$ cat config.mk
export PLATFORM = sky130hd
export DESIGN_NAME = weighted_three_level_ready_picker_top
export DESIGN_NICKNAME = d
export VERILOG_FILES = /design/src/rtl/core/wtlrp_pkg.sv /design/src/rtl/core/wtlrp_cfg.sv /design/src/rtl/core/wtlrp_ctrl.sv /design/src/rtl/core/wtlrp_dp.sv /design/src/rtl/core/weighted_three_level_ready_picker_top.sv
export SDC_FILE = /design/constraint.sdc
export NUM_CORES = 1
export LEC_CHECK = 0
export BUFFER_PORTS_ARGS = -buffer_cell sky130_fd_sc_hd__buf_2
export CAP_MARGIN = 20
export CORE_ASPECT_RATIO = 1.25
export CORE_MARGIN = 2
export CORE_UTILIZATION = 55
export CTS_CLUSTER_DIAMETER = 60
export DETAILED_ROUTE_END_ITERATION = 7
export PLACE_DENSITY_LB_ADDON = 0.05
export SKIP_LAST_GASP = 1
export SLEW_MARGIN = 10
export SYNTH_ARGS = -nofsm -noshare
export SYNTH_HDL_FRONTEND = slang
export SYNTH_SLANG_ARGS = --single-unit
$ cat constraint.sdc
create_clock -name clk -period 4.25 [get_ports clk]
set_input_delay 0.2125 -clock clk [delete_from_list [all_inputs] [get_ports clk]]
set_output_delay 0.2125 -clock clk [all_outputs]
set_load 0.02 [all_outputs]
$ cat src/rtl/core/wtlrp_pkg.sv
// shared types, constants and the level selection function of the ready picker
package wtlrp_pkg;

  localparam int LEVELS      = 3;
  localparam int LVL_W       = 2;
  localparam int TID_W       = 8;
  localparam int DRAW_W      = 5;
  localparam int THR_W       = 5;
  localparam int MAX_ID_BITS = 16;
  localparam int APB_AW      = 3;
  localparam int APB_DW      = 32;

  localparam logic [THR_W-1:0] LOW_THR_RESET = 5'd4;
  localparam logic [THR_W-1:0] MID_THR_RESET = 5'd10;

  localparam logic [LVL_W-1:0] LVL_0 = 2'd0;
  localparam logic [LVL_W-1:0] LVL_1 = 2'd1;
  localparam logic [LVL_W-1:0] LVL_2 = 2'd2;

  typedef enum logic {
    REG_LOW_THR = 1'b0,
    REG_MID_THR = 1'b1
  } reg_idx_t;

  typedef enum logic {
    OP_PUSH = 1'b0,
    OP_PICK = 1'b1
  } op_t;

  typedef enum logic [1:0] {
    ST_DONE  = 2'd0,
    ST_EMPTY = 2'd1,
    ST_FULL  = 2'd2
  } status_t;

  typedef enum logic [1:0] {
    S_IDLE,
    S_DECIDE,
    S_FINISH
  } state_t;

  typedef struct packed {
    logic capture;
    logic decide;
    logic load;
  } dp_cmd_t;

  typedef struct packed {
    logic             found;
    logic [LVL_W-1:0] level;
  } pick_t;

  // try order follows the draw band, first non-empty queue wins
  function automatic pick_t pick_level(input logic lt_low, input logic lt_mid,
                                       input logic [LEVELS-1:0] ne);
    logic [LVL_W-1:0] o0;
    logic [LVL_W-1:0] o1;
    logic [LVL_W-1:0] o2;
    pick_t            p;
    if (lt_low) begin
      o0 = LVL_2; o1 = LVL_1; o2 = LVL_0;
    end else if (lt_mid) begin
      o0 = LVL_1; o1 = LVL_0; o2 = LVL_2;
    end else begin
      o0 = LVL_2; o1 = LVL_0; o2 = LVL_1;
    end
    p.found = 1'b1;
    if (ne[o0]) begin
      p.level = o0;
    end else if (ne[o1]) begin
      p.level = o1;
    end else if (ne[o2]) begin
      p.level = o2;
    end else begin
      p.found = 1'b0;
      p.level = LVL_0;
    end
    return p;
  endfunction

endpackage

$ cat src/rtl/core/wtlrp_cfg.sv
// threshold registers behind the apb port
module wtlrp_cfg (
  input  logic                              clk,
  input  logic                              rst,
  input  logic                              psel,
  input  logic                              penable,
  input  logic                              pwrite,
  input  logic [wtlrp_pkg::APB_AW-1:0]      paddr,
  input  logic [wtlrp_pkg::APB_DW-1:0]      pwdata,
  output logic [wtlrp_pkg::APB_DW-1:0]      prdata,
  output logic                              pready,
  output logic [wtlrp_pkg::THR_W-1:0]       low_thr,
  output logic [wtlrp_pkg::THR_W-1:0]       mid_thr
);

  wtlrp_pkg::reg_idx_t idx;
  logic                wr_en;

  assign pready = 1'b1;
  assign idx    = wtlrp_pkg::reg_idx_t'(paddr[2]);
  assign wr_en  = psel && penable && pwrite;

  always_ff @(posedge clk) begin
    if (rst) begin
      low_thr <= wtlrp_pkg::LOW_THR_RESET;
      mid_thr <= wtlrp_pkg::MID_THR_RESET;
    end else if (wr_en) begin
      unique case (idx)
        wtlrp_pkg::REG_LOW_THR: low_thr <= pwdata[wtlrp_pkg::THR_W-1:0];
        wtlrp_pkg::REG_MID_THR: mid_thr <= pwdata[wtlrp_pkg::THR_W-1:0];
        default: ;
      endcase
    end
  end

  always_comb begin
    unique case (idx)
      wtlrp_pkg::REG_LOW_THR: prdata = wtlrp_pkg::APB_DW'(low_thr);
      wtlrp_pkg::REG_MID_THR: prdata = wtlrp_pkg::APB_DW'(mid_thr);
      default:                prdata = '0;
    endcase
  end

endmodule

$ cat src/rtl/core/wtlrp_ctrl.sv
// controller state machine: request intake, decide step and result hand-off
module wtlrp_ctrl (
  input  logic               clk,
  input  logic               rst,
  input  logic               in_valid,
  output logic               in_stall,
  output logic               out_valid,
  input  logic               out_stall,
  output wtlrp_pkg::dp_cmd_t cmd
);

  wtlrp_pkg::state_t state;
  wtlrp_pkg::state_t state_next;
  logic              out_free;

  assign out_free = !out_valid || !out_stall;

  always_ff @(posedge clk) begin
    if (rst) begin
      state     <= wtlrp_pkg::S_IDLE;
      out_valid <= 1'b0;
    end else begin
      state <= state_next;
      if (cmd.load) begin
        out_valid <= 1'b1;
      end else if (!out_stall) begin
        out_valid <= 1'b0;
      end
    end
  end

  always_comb begin
    state_next  = state;
    in_stall    = 1'b1;
    cmd.capture = 1'b0;
    cmd.decide  = 1'b0;
    cmd.load    = 1'b0;
    unique case (state)
      wtlrp_pkg::S_IDLE: begin
        in_stall    = rst;
        cmd.capture = in_valid && !rst;
        if (in_valid) begin
          state_next = wtlrp_pkg::S_DECIDE;
        end
      end
      wtlrp_pkg::S_DECIDE: begin
        cmd.decide = 1'b1;
        state_next = wtlrp_pkg::S_FINISH;
      end
      wtlrp_pkg::S_FINISH: begin
        // result goes out and the next request comes in on the same edge
        if (out_free) begin
          cmd.load    = 1'b1;
          in_stall    = rst;
          cmd.capture = in_valid && !rst;
          state_next  = in_valid ? wtlrp_pkg::S_DECIDE : wtlrp_pkg::S_IDLE;
        end
      end
      default: state_next = wtlrp_pkg::S_IDLE;
    endcase
  end

endmodule

$ cat src/rtl/core/wtlrp_dp.sv
// datapath: request registers, queue memory, pointers, occupancy and result register
module wtlrp_dp #(
  parameter int QUEUE_DEPTH = 16,
  parameter int ID_BITS     = 8
) (
  input  logic                             clk,
  input  logic                             rst,
  input  wtlrp_pkg::dp_cmd_t               cmd,
  input  logic                             operation,
  input  logic [wtlrp_pkg::LVL_W-1:0]      level,
  input  logic [wtlrp_pkg::TID_W-1:0]      thread_id,
  input  logic [wtlrp_pkg::DRAW_W-1:0]     draw,
  input  logic [wtlrp_pkg::THR_W-1:0]      low_thr,
  input  logic [wtlrp_pkg::THR_W-1:0]      mid_thr,
  output logic [1:0]                       status,
  output logic [wtlrp_pkg::TID_W-1:0]      chosen_id,
  output logic [wtlrp_pkg::LVL_W-1:0]      served_level
);

  localparam int PW        = $clog2(QUEUE_DEPTH);
  localparam int OW        = $clog2(QUEUE_DEPTH + 1);
  localparam int MEM_DEPTH = wtlrp_pkg::LEVELS * QUEUE_DEPTH;
  localparam int AW        = $clog2(MEM_DEPTH);

  localparam logic [PW-1:0] PTR_LAST = PW'(QUEUE_DEPTH - 1);
  localparam logic [OW-1:0] OCC_FULL = OW'(QUEUE_DEPTH);
  localparam logic [AW-1:0] BASE_1   = AW'(QUEUE_DEPTH);
  localparam logic [AW-1:0] BASE_2   = AW'(2 * QUEUE_DEPTH);

  logic [ID_BITS-1:0] mem [MEM_DEPTH];
  logic [ID_BITS-1:0] rd_data;

  logic [PW-1:0] rd_ptr [wtlrp_pkg::LEVELS];
  logic [PW-1:0] wr_ptr [wtlrp_pkg::LEVELS];
  logic [OW-1:0] occ    [wtlrp_pkg::LEVELS];

  wtlrp_pkg::op_t                op_q;
  logic [wtlrp_pkg::LVL_W-1:0]   lvl_q;
  logic [wtlrp_pkg::TID_W-1:0]   tid_q;
  logic [wtlrp_pkg::DRAW_W-1:0]  draw_q;

  wtlrp_pkg::status_t            res_status;
  logic [wtlrp_pkg::LVL_W-1:0]   res_served;
  logic                          res_pop;
  wtlrp_pkg::status_t            status_q;

  logic [wtlrp_pkg::LEVELS-1:0]  ne;
  wtlrp_pkg::pick_t              sel;
  logic [wtlrp_pkg::LVL_W-1:0]   tgt;
  logic                          full;
  logic                          do_push;
  logic                          do_pop;
  logic [PW-1:0]                 ptr;
  logic [PW-1:0]                 ptr_inc;
  logic [AW-1:0]                 base;
  logic [AW-1:0]                 addr;
  logic [wtlrp_pkg::MAX_ID_BITS-1:0] tid_wide;
  logic [ID_BITS-1:0]            wdata;
  logic [wtlrp_pkg::MAX_ID_BITS-1:0] rd_wide;

  assign tid_wide = wtlrp_pkg::MAX_ID_BITS'(tid_q);
  assign wdata    = tid_wide[ID_BITS-1:0];
  assign rd_wide  = wtlrp_pkg::MAX_ID_BITS'(rd_data);

  always_comb begin
    for (int i = 0; i < wtlrp_pkg::LEVELS; i++) begin
      ne[i] = occ[i] != '0;
    end
    sel     = wtlrp_pkg::pick_level(draw_q < low_thr, draw_q < mid_thr, ne);
    tgt     = (op_q == wtlrp_pkg::OP_PICK) ? sel.level : lvl_q;
    full    = occ[tgt] == OCC_FULL;
    do_push = (op_q == wtlrp_pkg::OP_PUSH) && !full;
    do_pop  = (op_q == wtlrp_pkg::OP_PICK) && sel.found;
    ptr     = (op_q == wtlrp_pkg::OP_PUSH) ? wr_ptr[tgt] : rd_ptr[tgt];
    ptr_inc = (ptr == PTR_LAST) ? '0 : ptr + 1'b1;
    case (tgt)
      wtlrp_pkg::LVL_1: base = BASE_1;
      wtlrp_pkg::LVL_2: base = BASE_2;
      default:          base = '0;
    endcase
    addr = base + AW'(ptr);
  end

  always_ff @(posedge clk) begin
    if (rst) begin
      for (int i = 0; i < wtlrp_pkg::LEVELS; i++) begin
        rd_ptr[i] <= '0;
        wr_ptr[i] <= '0;
        occ[i]    <= '0;
      end
    end else if (cmd.decide) begin
      if (do_push) begin
        wr_ptr[tgt] <= ptr_inc;
        occ[tgt]    <= occ[tgt] + 1'b1;
      end
      if (do_pop) begin
        rd_ptr[tgt] <= ptr_inc;
        occ[tgt]    <= occ[tgt] - 1'b1;
      end
    end
  end

  always_ff @(posedge clk) begin
    if (cmd.decide) begin
      if (do_push) begin
        mem[addr] <= wdata;
      end
      rd_data <= mem[addr];
    end
  end

  always_ff @(posedge clk) begin
    if (cmd.capture) begin
      op_q   <= wtlrp_pkg::op_t'(operation);
      // level three saturates to level two
      lvl_q  <= (level > wtlrp_pkg::LVL_2) ? wtlrp_pkg::LVL_2 : level;
      tid_q  <= thread_id;
      draw_q <= draw;
    end
    if (cmd.decide) begin
      res_pop <= do_pop;
      if (op_q == wtlrp_pkg::OP_PUSH) begin
        res_status <= full ? wtlrp_pkg::ST_FULL : wtlrp_pkg::ST_DONE;
        res_served <= lvl_q;
      end else begin
        res_status <= sel.found ? wtlrp_pkg::ST_DONE : wtlrp_pkg::ST_EMPTY;
        res_served <= sel.level;
      end
    end
    if (cmd.load) begin
      status_q     <= res_status;
      served_level <= res_served;
      chosen_id    <= res_pop ? rd_wide[wtlrp_pkg::TID_W-1:0] : '0;
    end
  end

  assign status = status_q;

endmodule

$ cat src/rtl/core/weighted_three_level_ready_picker_top.sv
// top level of the three-level ready picker
// Three FIFO ready queues of thread ids, one per priority level, sharing one
// queue memory of 3*QUEUE_DEPTH entries. A push request appends an id to its
// level (level three counts as two) or reports full; a pick request uses its
// draw and the two threshold registers to choose a try order and pops the
// head of the first non-empty queue, or reports all empty. Each request passes
// through a decide state that updates the pointers and does the single queue
// memory access, then a finish state that loads the output register and takes
// the next request on the same edge. A stalled output holds the block in the
// finish state. Thresholds sit at byte addresses 0 and 4; the user must write
// them only while no request is in flight, and the block does not enforce it.
module weighted_three_level_ready_picker_top #(
  parameter int QUEUE_DEPTH = 16,
  parameter int ID_BITS     = 8
) (
  input  logic                             clk,
  input  logic                             rst,
  input  logic                             in_valid,
  output logic                             in_stall,
  input  logic                             operation,
  input  logic [wtlrp_pkg::LVL_W-1:0]      level,
  input  logic [wtlrp_pkg::TID_W-1:0]      thread_id,
  input  logic [wtlrp_pkg::DRAW_W-1:0]     draw,
  output logic                             out_valid,
  input  logic                             out_stall,
  output logic [1:0]                       status,
  output logic [wtlrp_pkg::TID_W-1:0]      chosen_id,
  output logic [wtlrp_pkg::LVL_W-1:0]      served_level,
  input  logic                             psel,
  input  logic                             penable,
  input  logic                             pwrite,
  input  logic [wtlrp_pkg::APB_AW-1:0]     paddr,
  input  logic [wtlrp_pkg::APB_DW-1:0]     pwdata,
  output logic [wtlrp_pkg::APB_DW-1:0]     prdata,
  output logic                             pready
);

  wtlrp_pkg::dp_cmd_t             cmd;
  logic [wtlrp_pkg::THR_W-1:0]    low_thr;
  logic [wtlrp_pkg::THR_W-1:0]    mid_thr;

  wtlrp_cfg u_cfg (
    .clk     (clk),
    .rst     (rst),
    .psel    (psel),
    .penable (penable),
    .pwrite  (pwrite),
    .paddr   (paddr),
    .pwdata  (pwdata),
    .prdata  (prdata),
    .pready  (pready),
    .low_thr (low_thr),
    .mid_thr (mid_thr)
  );

  wtlrp_ctrl u_ctrl (
    .clk       (clk),
    .rst       (rst),
    .in_valid  (in_valid),
    .in_stall  (in_stall),
    .out_valid (out_valid),
    .out_stall (out_stall),
    .cmd       (cmd)
  );

  wtlrp_dp #(
    .QUEUE_DEPTH (QUEUE_DEPTH),
    .ID_BITS     (ID_BITS)
  ) u_dp (
    .clk          (clk),
    .rst          (rst),
    .cmd          (cmd),
    .operation    (operation),
    .level        (level),
    .thread_id    (thread_id),
    .draw         (draw),
    .low_thr      (low_thr),
    .mid_thr      (mid_thr),
    .status       (status),
    .chosen_id    (chosen_id),
    .served_level (served_level)
  );

endmodule

==> metrics.md, run 1 <==
| Metric | Value |
|---|---|
| Routed WL | `55.6 mm` |
| CP Class | `flip-flop to flip-flop` |
| Worst Clk Skew | `0.0124 ns` |
| Post-layout power | `11.1 mW` |
| H-tree level count | `2` |
| F_max | `236 MHz` |
| R2r worst-path depth | `15` |
| First-pass GRT wire length | `80.1 mm` |
| Hold Path Cell Cnt | `3` |
| Tmin final | `4.23 ns` |
| Clk_lat worst skew | `0.56 ns` |
| Vias per inst | `6.03` |
| Reg clk slew, reported paths | `0.06 ns` |
| Hold_ws | `0.133 ns` |
| Seq/Total Area, Yosys | `71.6%` |
| Layout cells sized above 1 | `29.7%` |
| RSZ-0062 raised after global routing | `yes` |
| Syn avg cell area | `15.3 µm²` |
| IO Port Bufs | `47` |
| Routed len/inst | `26.1 µm` |
| # nets final | `1,690` |
| Post-synth EDFFs | `477` |
| Clock Sinks | `490` |
| Total die area | `38,600 µm²` |
| Total CTS buffers | `49` |
| Pwr dens | `450 nW/µm²` |
| Post-Syn Instances | `1,332` |
| Gr usage total | `28.5%` |
| Final Cycle Share | `99.5%` |
| Largest net degree at the start of global routing | `49` |
| Leak Pwr | `8.84 nW` |
| Synth warn | `0` |
| ANT nets after route | `0` |
| Antenna violations before repair | `0` |
| I/O pin count | `105` |
| Crit path max fanout | `8` |
| Predominant post-synthesis flop cell | `edfxtp_1` |
| Initial core utilization | `55.9%` |
| Area Growth Syn to Fin | `21.2%` |
| Core area | `36,400 µm²` |
| VDD IR-drop max | `0.360 mV` |
| Startpoint types | `flip-flop` |
| Hold Vio Cnt, Final | `0` |
| Setup crit end kind | `flip-flop` |
| Row Count | `78` |
| Setup-failing EPs final | `0` |
| Slew of the pin with the lowest slew margin | `0.914 ns` |
| Relative slew slack | `38.6%` |
| Status | `completed` |
| DR pass1 iterations | `7` |
| Root buf cell | `clkbuf_16` |
| Die width | `176 µm` |
| Grt total ovfl | `0` |
| WP data required | `4.43 ns` |
| Gp weighted congestion | `0.887` |
| Post-DP HPWL | `36.7 mm` |
| Antenna Diode Count | `0` |
| Synthesis-stage register bit count | `490` |
| Yosys top cell by area | `edfxtp_1` |
| HP Class | `primary input to flip-flop` |
| DRC | `0` |
| CTS max path bufs | `3` |
| Cell Area, Synth | `20,400 µm²` |
| Number of global-route vias before repair | `12,700` |
| Commonest cells after routing, fill and taps aside | `edfxtp_1, buf_4, nor2_1` |
| Max-cap violations | `0` |
| Main area contributors after synthesis | `edfxtp_1, mux2_2, nor2_1` |
| Post-synthesis cell type count | `78` |
| DR iter-0 viols | `1,310` |
| Die height | `219 µm` |
| Critical path arrival | `4.41 ns` |
| Post-synthesis async set-or-reset flop share | `0%` |
| CTS tree | `done` |
| Vias | `12,800` |
| Yosys top cell area share | `70.3%` |
| Max-slew violations | `0` |
| Most common cell after layout, fill and taps aside | `edfxtp_1` |
-- repair_timing --
action                                 4_1_cts  5_1_grt
setup endpoints to repair                   87      316
setup buffers                                0        9
cloned                                       0        4
pin swaps                                    0       17
gates resized for setup                     14       57
endpoints found under the hold margin       25        0
hold buffers                                23        0
-- kinds of logic after synthesis --
kind of cell             Yosys count  synth area share, %
buffers and inverters            124                 3.42
AND/OR/NAND/NOR                  324                 7.47
XOR/XNOR                           5                0.215
AO/OA/AOI/OAI                    258                 9.65
flip-flops                       490                 71.6
multiplexers                     110                 6.38
other                              2               0.0369
adder cells (fa/ha/maj)           19                 1.20
-- layout make-up --
cell class / instances / area [µm²]
sequential: 490 / 14600
clock inverter: 27 / 219
inverter: 33 / 129
clock buffer: 59 / 1260
timing repair buffer: 295 / 2410
multi-input combinational: 744 / 5460
fill: 2552 / 11700
tap: 480 / 601
-- power breakdown --
group | internal [mW] | leakage [nW] | switching [mW]
registers | 5.35 | 4.46 | 0.0193
clock network | 2.34 | 0.723 | 1.72
logic | 0.669 | 3.66 | 0.990
-- Yosys cell counts (4+ instances only) --
library cell  number
edfxtp_1         477
nor3_1             6
nor2_2             6
o311ai_1           4
mux2i_1           33
nand2_1          102
o21ai_1           14
a311oi_1           8
dfxtp_1           13
buf_6              5
o221ai_1          11
mux4_2             8
o21ai_0           26
o211ai_1          22
a221oi_1          45
inv_1             30
mux2_2            59
a32oi_1            4
nand3_1           15
buf_2             22
nor2b_1            6
ha_1              18
nor2_1           120
a21oi_1           34
a221oi_2           5
clkbuf_1          21
nor3_2             6
and2_1            12
buf_4             41
and3_1            22
a22oi_1           42
o22ai_1            5
mux2_1             7
nand2b_1          13
-- critical path: stages, from the launching register on --
cell and delay, ns:
edfxtp_1 0.41, ha_2 0.42, nand2_1 0.07, a22oi_1 0.23, o21ai_2 0.12, buf_4 0.15
a21bo_2 0.22, o21ai_0 0.17, o211ai_1 0.15, a32oi_4 0.30, inv_2 0.09, buf_4 0.20
nor2_1 0.20, buf_4 0.21, nand2_1 0.21, nor2_1 0.69
-- sequential cells by signal (all words and copies together), names as in the netlist, 8 cells and up --
name	count
u_dp.rd_data	8
u_dp.tid_q	8
u_dp.occ	20
u_dp.mem	384
u_dp.chosen_id	8
u_dp.wr_ptr	16
u_dp.rd_ptr	16
-- per-layer routing --
layer  part of all wire [%]  wire length (µm)  global-route usage (%)
met1                     39             21500                    36.2
met2                     51             28300                    49.6
met3                    6.6              3660                    3.97
met4                    3.8              2130                    11.0
met5                      0                 0                       0
-- worst paths after layout --
| path | from | slack (ns) | endpoint |
|---|---|---|---|
| setup / recovery | u_dp.draw_q[4] | 0.02 | u_dp.mem[37][3] |
| hold / removal | rst | 0.13 | u_cfg.low_thr[3] |
| setup reg to reg | u_dp.draw_q[4] | 0.02 | u_dp.mem[37][3] |
| hold reg to reg | u_dp.res_served[1] | 0.42 | u_dp.served_level[1] |
-- through the flow --
stage / instance area (µm²) / worst slack [ns] / utilization (%) / cells / TNS, ns
3_3_place_gp: 22500 / -0.0882 / 61.9 / 2006 / -0.713
5_1_grt: 24700 / -0.153 / 67.8 / 2128 / -1.56
2_1_floorplan: 20500 / 0.418 / - / 1358 / 0
3_5_place_dp: 22500 / -0.132 / 61.9 / 2006 / -4.25
4_1_cts: 24300 / -0.0645 / 66.7 / 2115 / -1.38
6_report: 24700 / 0.0202 / 67.8 / 2128 / 0
Note: power is estimated with default switching activity, not from simulation.
==> run 2, diff against run 1 <==
Settings changed: SETUP_SLACK_MARGIN set to 0.4.
Clock period 4.25 ns to 4.8 ns, I/O delays scaled along.
==> run 2 against run 1 <==
Compared with the run above:
- fmax down 0.85%
- largest cell class unchanged
- register-to-register slack improved by 0.51 ns
- clock power is 8.8% lower
- cell count fell by 5.4%
- critical path depth unchanged
- sequential power fell by 12%
- global-route usage fell by 0.59 points
- cell area fell by 3.9%
==> metrics.md, run 2 (synthesis results as in run 1) <==
| Metric | Value |
|---|---|
| Status | `completed` |
| CP Class | `flip-flop to flip-flop` |
| Grt met2 use | `48.2% (-1.4 points)` |
| F_max | `234 MHz (-0.85%)` |
| Clock Sinks | `490 (unchanged)` |
| GR Util met3 | `3.76% (-0.21 points)` |
| IO Port Bufs | `47 (unchanged)` |
| DRC | `0 (unchanged)` |
| Final Cycle Share | `88.9% (-11 points)` |
| Routed len/inst | `26.7 µm (+2.1%)` |
| Hold_ws | `0.106 ns (-0.0272 ns)` |
| Post-DP HPWL | `34.8 mm (-5.3%)` |
| H-tree level count | `2 (unchanged)` |
| Max-slew violations | `0 (unchanged)` |
| HP Class | `primary input to flip-flop` |
| Gr usage total | `27.9% (-0.59 points)` |
| Clk_lat worst skew | `0.58 ns (+0.02 ns)` |
| Startpoint types | `flip-flop` |
| Total die area | `38,600 µm² (unchanged)` |
| Max-cap violations | `0 (unchanged)` |
| Number of global-route vias before repair | `12,200 (-3.7%)` |
| Setup crit end kind | `flip-flop` |
| ANT nets after route | `0 (unchanged)` |
| Routed WL | `53.7 mm (-3.5%)` |
| Root buf cell | `clkbuf_16` |
| VDD IR-drop max | `0.441 mV (+23%)` |
| GRT busiest layer | `met2` |
| Row Count | `78 (unchanged)` |
| RSZ-0062 raised after global routing | `yes` |
| Largest net degree at the start of global routing | `49 (unchanged)` |
| Gp weighted congestion | `0.880 (-0.82%)` |
| DR iter-0 viols | `1,482 (+13%)` |
| Area Growth Syn to Fin | `16.4%` |
| Tmin final | `4.27 ns (+0.0361 ns)` |
| DR pass1 iterations | `5 (-2)` |
| Slew of the pin with the lowest slew margin | `0.863 ns (-0.0507 ns)` |
| Commonest cells after routing, fill and taps aside | `edfxtp_1, nand2_1, nor2_1, buf_4, mux2_2` |
| Layout cells sized above 1 | `24.7% (-5.0 points)` |
| Total CTS buffers | `48 (-2.0%)` |
| Top reg by flops | `u_dp.mem` |
| CTS max path bufs | `3 (unchanged)` |
| CTS tree | `done` |
| Worst Clk Skew | `0.0211 ns (+0.00867 ns)` |
| Vias | `12,400 (-3.1%)` |
| Antenna violations before repair | `0 (unchanged)` |
| Top Registers | `u_dp.mem: 384 flops, u_dp.occ: 20 flops` |
| Reg clk slew, reported paths | `0.06 ns (about the same)` |
| Most common cell after layout, fill and taps aside | `edfxtp_1` |
| # nets final | `1,571 (-7.0%)` |
| Final setup TNS | `0 ns (unchanged)` |
| Die height | `219 µm (unchanged)` |
| Initial core utilization | `55.9% (unchanged)` |
| I/O pin count | `105 (unchanged)` |
| Pwr dens | `410 nW/µm² (-8.7%)` |
| First-pass GRT wire length | `78.5 mm (-1.9%)` |
| Vias per inst | `6.18 (+2.4%)` |
| WP data required | `5.01 ns (+0.58 ns)` |
| Crit path max fanout | `9 (+1)` |
| Grt total ovfl | `0 (unchanged)` |
| Die width | `176 µm (unchanged)` |
| Hold Vio Cnt, Final | `0 (unchanged)` |
| GR Layer Usage met1 | `36.2% (-0.038 points)` |
| Critical path arrival | `4.47 ns (+0.06 ns)` |
| Number of flip-flops under the largest register name | `384 (unchanged)` |
| Relative slew slack | `42.2% (+3.6 points)` |
| Leak Pwr | `8.24 nW (-6.8%)` |
| Antenna Diode Count | `0 (unchanged)` |
| Setup-failing EPs final | `0 (unchanged)` |
| Core area | `36,400 µm² (unchanged)` |
## run 2: changes by cell type in the layout (fill, tap and decap cells not counted), moves of 4 or more
cell     previous run  this run
nor2_4              3         7
buf_4             203        94
nor2_2             19        26
nor2_1            105        94
a21oi_2             8         3
buf_12             12         7
a21oi_1            27        32
## run 2: timing repair
action,CTS,global route
buffers inserted,1,8
pin swaps,1,11
endpoints found under the hold margin,25,0
setup endpoints to repair,253,324
hold buffers,23,0
resized for setup,31,44
cloned,0,1
## run 2: critical path, stage by stage (launching register included)
cell and delay (ns):
dfxtp_1 0.33, inv_1 0.07, ha_1 0.35, a21oi_1 0.21
inv_1 0.12, a31o_1 0.25, a22oi_4 0.32, o21ai_4 0.15
buf_4 0.20, mux4_2 0.42, inv_1 0.10, nand2_1 0.14
nand2_2 0.14, nor2_1 0.18, nand2_1 0.32, nor2_2 0.60
## run 2: routing by layer
| layer | vias to the layer above | routed length, µm |
|---|---|---|
| li1 | 5464 | - |
| met1 | 6295 | 20900 |
| met2 | 562 | 27300 |
| met3 | 111 | 3670 |
| met4 | 0 | 1850 |
| met5 | - | 0 |
## run 2: final cells by class
class / count / area (µm²)
sequential: 490 / 14600
fill: 2642 / 12700
multi-input combinational: 744 / 5460
timing repair buffer: 177 / 1400
clock buffer: 58 / 1260
tap: 480 / 601
clock inverter: 31 / 275
inverter: 33 / 130
## run 2: stage by stage
stage / worst slack, ns / total power [mW] / util [%] / instance area, µm² / cells
2_1_floorplan: 0.968 / 5.56 / - / 20500 / 1358
3_3_place_gp: 0.234 / 6.00 / 59.3 / 21600 / 1891
3_5_place_dp: 0.193 / 6.01 / 59.3 / 21600 / 1891
4_1_cts: 0.386 / 9.70 / 64.4 / 23500 / 2004
5_1_grt: 0.353 / 10.0 / 65.1 / 23700 / 2013
6_report: 0.534 / 9.73 / 65.1 / 23700 / 2013
## run 2: worst paths after layout
kind                          endpoint  cells after the start          startpoint  slack (ns)
hold reg to reg   u_dp.served_level[0]                      0  u_dp.res_served[0]        0.43
setup / recovery       u_dp.mem[47][2]                     15    u_cfg.low_thr[4]        0.53
hold / removal        u_cfg.mid_thr[4]                      2                 rst        0.11
setup reg to reg       u_dp.mem[47][2]                     15    u_cfg.low_thr[4]        0.53
## run 2: power by group
group / leakage (nW) / internal (mW) / switching [mW] / total (mW)
Sequential: 4.46 / 4.73 / 0.0161 / 4.75
Clock: 0.748 / 2.14 / 1.57 / 3.71
Combinational: 3.04 / 0.446 / 0.826 / 1.27
